==> src/rtl/rcbp_pkg.sv <==
// shared constants, codes and types for the reference-counted block pool
// no dependencies; used by every module of the pool
`default_nettype none
package rcbp_pkg;

	localparam int POOL_BLOCKS = 256;
	localparam int MAX_BATCH  = 16;
	localparam int COUNT_BITS = 8;
	localparam int ID_BITS    = 8;
	localparam int DEPTH_BITS = 9;
	localparam int N_BITS     = 5;
	localparam int OP_BITS    = 3;
	localparam int STAT_BITS  = 3;

	localparam logic [COUNT_BITS-1:0] COUNT_MAX = '1;

	localparam logic [OP_BITS-1:0] OP_ALLOC  = 3'd0;
	localparam logic [OP_BITS-1:0] OP_FREE   = 3'd1;
	localparam logic [OP_BITS-1:0] OP_INCREF = 3'd2;
	localparam logic [OP_BITS-1:0] OP_DECREF = 3'd3;
	localparam logic [OP_BITS-1:0] OP_QUERY  = 3'd4;

	localparam logic [STAT_BITS-1:0] ST_OK        = 3'd0;
	localparam logic [STAT_BITS-1:0] ST_NO_BLOCKS = 3'd1;
	localparam logic [STAT_BITS-1:0] ST_BAD_ID    = 3'd2;
	localparam logic [STAT_BITS-1:0] ST_IS_FREE   = 3'd3;
	localparam logic [STAT_BITS-1:0] ST_OVERFLOW  = 3'd4;

	typedef enum logic [3:0] {
		S_IDLE   = 4'b0001,
		S_POP_RD = 4'b0010,
		S_POP_WR = 4'b0100,
		S_CNT_EX = 4'b1000
	} state_t;

	// one port of a memory: write when we is set, otherwise read
	typedef struct packed {
		logic               we;
		logic [ID_BITS-1:0] addr;
		logic [ID_BITS-1:0] wdata;
	} stack_req_t;

	typedef struct packed {
		logic                  we;
		logic [ID_BITS-1:0]    addr;
		logic [COUNT_BITS-1:0] wdata;
	} count_req_t;

endpackage
`default_nettype wire

==> src/rtl/rcbp_count_ram.sv <==
// reference count memory, one port, registered read data
// depends on rcbp_pkg; entries not yet written read as zero
`default_nettype none
module rcbp_count_ram (
	input  wire logic                          clk,
	input  wire logic                          arst_n,
	input  wire rcbp_pkg::count_req_t          req,
	output logic [rcbp_pkg::COUNT_BITS-1:0]    rdata
);

	logic [rcbp_pkg::COUNT_BITS-1:0] mem [rcbp_pkg::POOL_BLOCKS];
	logic [rcbp_pkg::POOL_BLOCKS-1:0] written_q;
	logic [rcbp_pkg::COUNT_BITS-1:0] rdata_q;

	always_ff @(posedge clk or negedge arst_n) begin
		if (!arst_n) begin
			written_q <= '0;
		end else if (req.we) begin
			written_q[req.addr] <= 1'b1;
		end
	end

	always_ff @(posedge clk) begin
		if (req.we) begin
			mem[req.addr] <= req.wdata;
		end
		rdata_q <= written_q[req.addr] ? mem[req.addr] : '0;
	end

	assign rdata = rdata_q;

endmodule
`default_nettype wire

==> config.mk <==
export PLATFORM = sky130hd
export DESIGN_NAME = rcbp_count_ram
export DESIGN_NICKNAME = d
export VERILOG_FILES = /design/src/rtl/rcbp_pkg.sv /design/src/rtl/rcbp_count_ram.sv
export SDC_FILE = /design/constraint.sdc
export NUM_CORES = 2
export LEC_CHECK = 0
export BUFFER_PORTS_ARGS = -buffer_cell sky130_fd_sc_hd__buf_4
export CAP_MARGIN = 20
export CELL_PAD_IN_SITES_DETAIL_PLACEMENT = 1
export CELL_PAD_IN_SITES_GLOBAL_PLACEMENT = 2
export CORE_MARGIN = 8
export CORE_UTILIZATION = 47
export DETAILED_ROUTE_END_ITERATION = 10
export PLACE_DENSITY = 0.81
export SYNTH_ARGS = -nofsm -noshare
export SYNTH_HDL_FRONTEND = slang
export SYNTH_SLANG_ARGS = --single-unit
==> constraint.sdc <==
create_clock -name clk -period 2.8 [get_ports clk]
set_input_delay 0.14 -clock clk [delete_from_list [all_inputs] [get_ports clk]]
set_output_delay 0.14 -clock clk [all_outputs]
set_load 0.005 [all_outputs]
* Word-level counts from Yosys, hierarchy flattened *
Memories as Yosys holds them, arrays and structs flattened. A register that Yosys moved wholly into a read port is not among the register bits.
Cells that the tools add are included.

storage, ports and cells
  register bits after elaboration = 256
  bits in latches = 0
  bits in writable memories = 2048
  ROM bits = 0
  input bits = 19
  output and inout port bits = 8
  memories kept = 1

operators by class
  add/subtract/negate cells = 0
  multipliers = 0
  div/mod/pow operators = 0
  $lt $le $gt $ge = 2
  equality and inequality tests = 0
  shifts and indexed selects = 0
  muxes and demuxes = 6
  bitwise gates (word level) = 1
  reduce and logical (&&, ||, !) cells = 2

memories
  name  depth  bits a word  rd ports  clocked after Yosys merged registers in  write ports  line                  RTL
  mem   256    8            1         1                                        1            rcbp_count_ram.sv:11  logic [rcbp_pkg::COUNT_BITS-1:0] mem [rcbp_pkg::POOL_BLOCKS];

operators by type and width
  operator            number
  $or 256x256->256    1
  $lt 8x9->1 const B  1
  $bmux 1 s8          1
  $demux 1 s8         1
  $ge 8x1->1 const B  1
  $mux 1              4
  $logic_and 1x1->1   1
  $logic_not 1->1     1

* Depth between registers and ports, before layout *
  depth after elaboration = 5
  mapped depth = 10
  depth with buffers taken out = 6

* Worst setup path before layout *
Ideal clock, no wire load.

  path kind = input port to flip-flop
  start = in req[9] (netlist bit)
  end = mem mem[148][0] (netlist bit) (enable)
  library setup time = 0.385 ns
  arrival time = 2.058 ns
  slack = 0.357 ns
  stages on the path = 7
  path buffers = 5
  path through = buf_2 buf_2 buf_2 buf_1 or2_2 clkbuf_1 nor3_1

RTL lines
  element             line                  RTL
  start: declaration  rcbp_count_ram.sv:7   input wire rcbp_pkg::count_req_t req,
  end: declaration    rcbp_count_ram.sv:11

Straight into the memory's write port.

* Final worst setup path *
  start = reg written_q[221] (netlist bit)
  end = reg rdata_q, in the netlist rdata[6] (read register of mem)

between the ends
  cells in the longest elaborated chain, start to end = 3

ends and longest elaborated chain
  element                           line                  RTL
  start: declaration                rcbp_count_ram.sv:12  logic [rcbp_pkg::POOL_BLOCKS-1:0] written_q;
  start signal: assignment          rcbp_count_ram.sv:17  written_q <= '0;
  start signal: indexed assignment  rcbp_count_ram.sv:19  written_q[req.addr] <= 1'b1;
  $bmux 1 s8                        rcbp_count_ram.sv:27  rdata_q <= written_q[req.addr] ? mem[req.addr] : '0;
  $mux 1 (not written as such)      rcbp_count_ram.sv:27
  $logic_not 1->1 (no source line)  -
  end: declaration                  rcbp_count_ram.sv:13  logic [rcbp_pkg::COUNT_BITS-1:0] rdata_q;

No other way between the ends. The select of a mux whose other input is x is not followed.
A chain may end at the register's enable or synchronous reset.

==> run_results.csv <==
group,metric,value,unit
final_layout,drive_gt1_frac,0.3719,
placed_design,hpwl,154800,um
worst_setup_path,worst_path_max_delay_cell,"mux4_2",
yosys,synth_fp_nets,4213,
timing,rsz0062_at_grt,"no",
timing,fin_hold_ws,-0.04334,ns
global_routing,grt_pass1_vias,49660,
yosys,avgSynthCellArea,21.10,sq um
floorplan,die_x,449.9,um
clocking,clk_pin_slew,0.06,ns
worst_setup_path,cpLargestDelayFamily,"compound AO/OA/AOI/OAI gates",
pwr,cellInternalPower,57.65,mW
pwr,power_leakage,35.52,nW
pwr,power.share.switching,0.2174,
timing,maxSlewViolCount,0,
pwr,switching_power,16.02,mW
pwr,pwr-share-seq,0.517,
timing,fmax,368.7,MHz
clocking,htree_levels,4,
pwr,ir_drop,0.4982,mV
global_routing,antenna_found_initial,4,
routing,drtAntennaViolNets,0,
floorplan,start_util,0.4723,
timing,fin_worst_skew,0.03415,ns
timing,setup_viol,0,
routing,vias,46690,
final_layout,final_util,0.5561,
clocking,cts_sinks,2312,
timing,finalCritPeriodShare,0.9686,
worst_setup_path,critical_path_buf_inv_count,2,
final_layout,layout.cells.most_common,"edfxtp_1",
placed_design,placed_cells_incl_taps,7105,
timing,min_period,2.712,ns
clocking,insertion_delay,0.87,ns
yosys,syn_inst,4194,
job,drv_cap,0,
worst_setup_path,required,3.49,ns
placed_design,routabilityCongestion,0.8355,
worst_setup_path,start_kind,"register",
routing,viasPerCell,6.191,
routing,drt_iter0_markers,5582,
worst_setup_path,worstPathMaxFanout,8,
worst_setup_path,cp-end-kind,"register",
timing,hold_violations,11,
floorplan,pin_count,27,
pwr,clock_power_share,0.427,
global_routing,grt_start_max_net_pins,104,
worst_setup_path,slowest_delay,0.50,ns
yosys,synth_area,88500,sq um
floorplan,die_area,202500,sq um
pwr,p_comb_frac,0.056,
worst_setup_path,crit_path_frequent_cell,"buf_4",
status,status,"finished, violations left",
yosys,ys_ff_latch,2312,
global_routing,grt_pass1_wl,360500,um
yosys,yosysSeqAreaShare,0.7691,
final_layout,nets,4863,
status,violations,"hold timing",
floorplan,die_h,449.9,um
final_layout,syn_to_final_growth,17.75,%
timing,relSlewSlack,0.3235,
clocking,cts_buffers,223,
floorplan,num_rows,159,
placed_design,io_buffers,26,
final_layout,fill_cells,16300,
global_routing,grt_overflow,0,
clocking,cts_root_buffer,"clkbuf_16",
routing,drcViolationCount,0,
floorplan,coreArea,187400,sq um
routing,firstDrtPassIters,5,
routing,routed_wl,248200,um
global_routing,track_usage,0.2412,
routing,wire_per_inst,32.91,um
clocking,postCtsSetupBuffers,0,
timing,worstMarginPinSlew,1.015,ns
yosys,netlist-cell-type-count,25,
worst_setup_path,r2r_setup_slack,0.09,ns
worst_setup_path,arrival,3.40,ns
clocking,cts_buffer_depth,3,
pwr,p_total,73.67,mW
clocking,cts_tree,"yes",
worst_setup_path,crit_path_cell_trace,"mux4_2 > a22oi_1 > a21oi_1 > o41ai_1 > buf_4 > and4_1 > buf_4 > a41oi_1",
hold_path,min-delay-path-class,"primary input to asynchronous set/reset pin",
yosys,ys.warnings.count,0,
final_layout,fin_cells,7542,
worst_setup_path,critPathKind,"register to register",
final_layout,mostFrequentLayoutCells,"edfxtp_1, buf_4, mux4_2",
pwr,p_per_area,706.9,nW/um^2
## timing repair
item                       4_1_cts  5_1_grt
setup endpoints to repair        4        6
hold endpoints to repair       927        0
hold buffers                     9        0
resized for setup                3        3
## logic make-up (layout without fill, tap and decap cells)
group / Yosys count / in the layout / synth area share
buffers and inverters: 257 / 1108 / 0.01439
AO/OA/AOI/OAI: 476 / 476 / 0.03693
flip-flops: 2312 / 2312 / 0.7691
AND/OR/NAND/NOR: 573 / 573 / 0.03305
multiplexers: 576 / 576 / 0.1466
other: 0 / 2 / 0
## cell type report
class                      instances  area [sq um]  area share
timing repair buffer             681          6043     0.05799
tap                             2495          3122     0.02996
inverter                           1         3.754  0.00003602
clock inverter                   119          1468     0.01408
clock buffer                     307          6262     0.06009
sequential                      2312         68070      0.6531
multi-input combinational       1625         19240      0.1847
antenna                            2         5.005  0.00004803
## synth_stat cells (all sizes together)
| cell | number | area (sq um) |
|---|---|---|
| edfxtp | 2048 | 61500 |
| mux4 | 576 | 12970 |
| a22oi | 288 | 2162 |
| or2 | 259 | 1620 |
| dfrtp | 256 | 6406 |
| nor2 | 213 | 799.5 |
| a21oi | 144 | 720.7 |
| clkbuf | 134 | 504.2 |
| buf | 122 | 765.7 |
| nor3 | 48 | 240.2 |
| o41ai | 36 | 315.3 |
| nand2 | 20 | 75.07 |
| nand3 | 15 | 75.07 |
| a41oi | 8 | 70.07 |
| dfxtp | 8 | 160.2 |
| nor2b | 7 | 43.79 |
| nand2b | 6 | 37.54 |
| and2 | 4 | 25.03 |
| and4 | 1 | 8.760 |
| inv | 1 | 3.750 |
## metrics by stage
| stage | setup slack (ns) | TNS (ns) | cell area (sq um) |
|---|---|---|---|
| 2_1_floorplan | 0.3568 | 0 | 88500 |
| 3_3_place_gp | -0.5793 | -3.944 | 96340 |
| 3_5_place_dp | -0.6659 | -4.332 | 96340 |
| 4_1_cts | 0.01883 | 0 | 104200 |
| 5_1_grt | 0.001518 | 0 | 104200 |
| 6_report | 0.08780 | 0 | 104200 |
## worst reg2reg max path: stages (launching register included)
cell and delay [ns]:
dfrtp_1 0.39, mux4_2 0.50, a22oi_1 0.40, a21oi_1 0.26
o41ai_1 0.41, buf_4 0.20, and4_1 0.19, buf_4 0.16
a41oi_1 0.05
## power groups by stage
stage	clock network, mW	registers (mW)	logic [mW]
detailed placement	0	38.8	4.08
finish	31.4	38.1	4.11
global placement	0	38.8	3.93
floorplan	0	38.7	2.02
global route	32.9	38.1	4.32
CTS	31.8	38.1	4.13
## routing by layer
layer / part of all wire / routed length, um / up-vias / track usage
li1: - / - / 18650 / -
met1: 0.39 / 96920 / 25280 / 0.3285
met2: 0.49 / 121500 / 2296 / 0.3945
met3: 0.078 / 19270 / 463 / 0.04133
met4: 0.042 / 10520 / 0 / 0.08980
met5: 0 / 0 / - / 0
## flip-flops by register name, indices dropped and copies added (netlist names)
register   flops
written_q    256
mem         2048
rdata          8
## path summary, 6_finish.rpt
kind	startpoint	depth (start not counted)	end
max	written_q[221]	8	rdata[6]
min	arst_n	2	written_q[51]
max reg2reg	written_q[221]	8	rdata[6]
min reg2reg	written_q[18]	1	written_q[18]
max in group asynchronous	arst_n	3	written_q[108]
min in group clk	req[15]	6	rdata[2]
No activity file was read; power rests on OpenSTA's default activity.
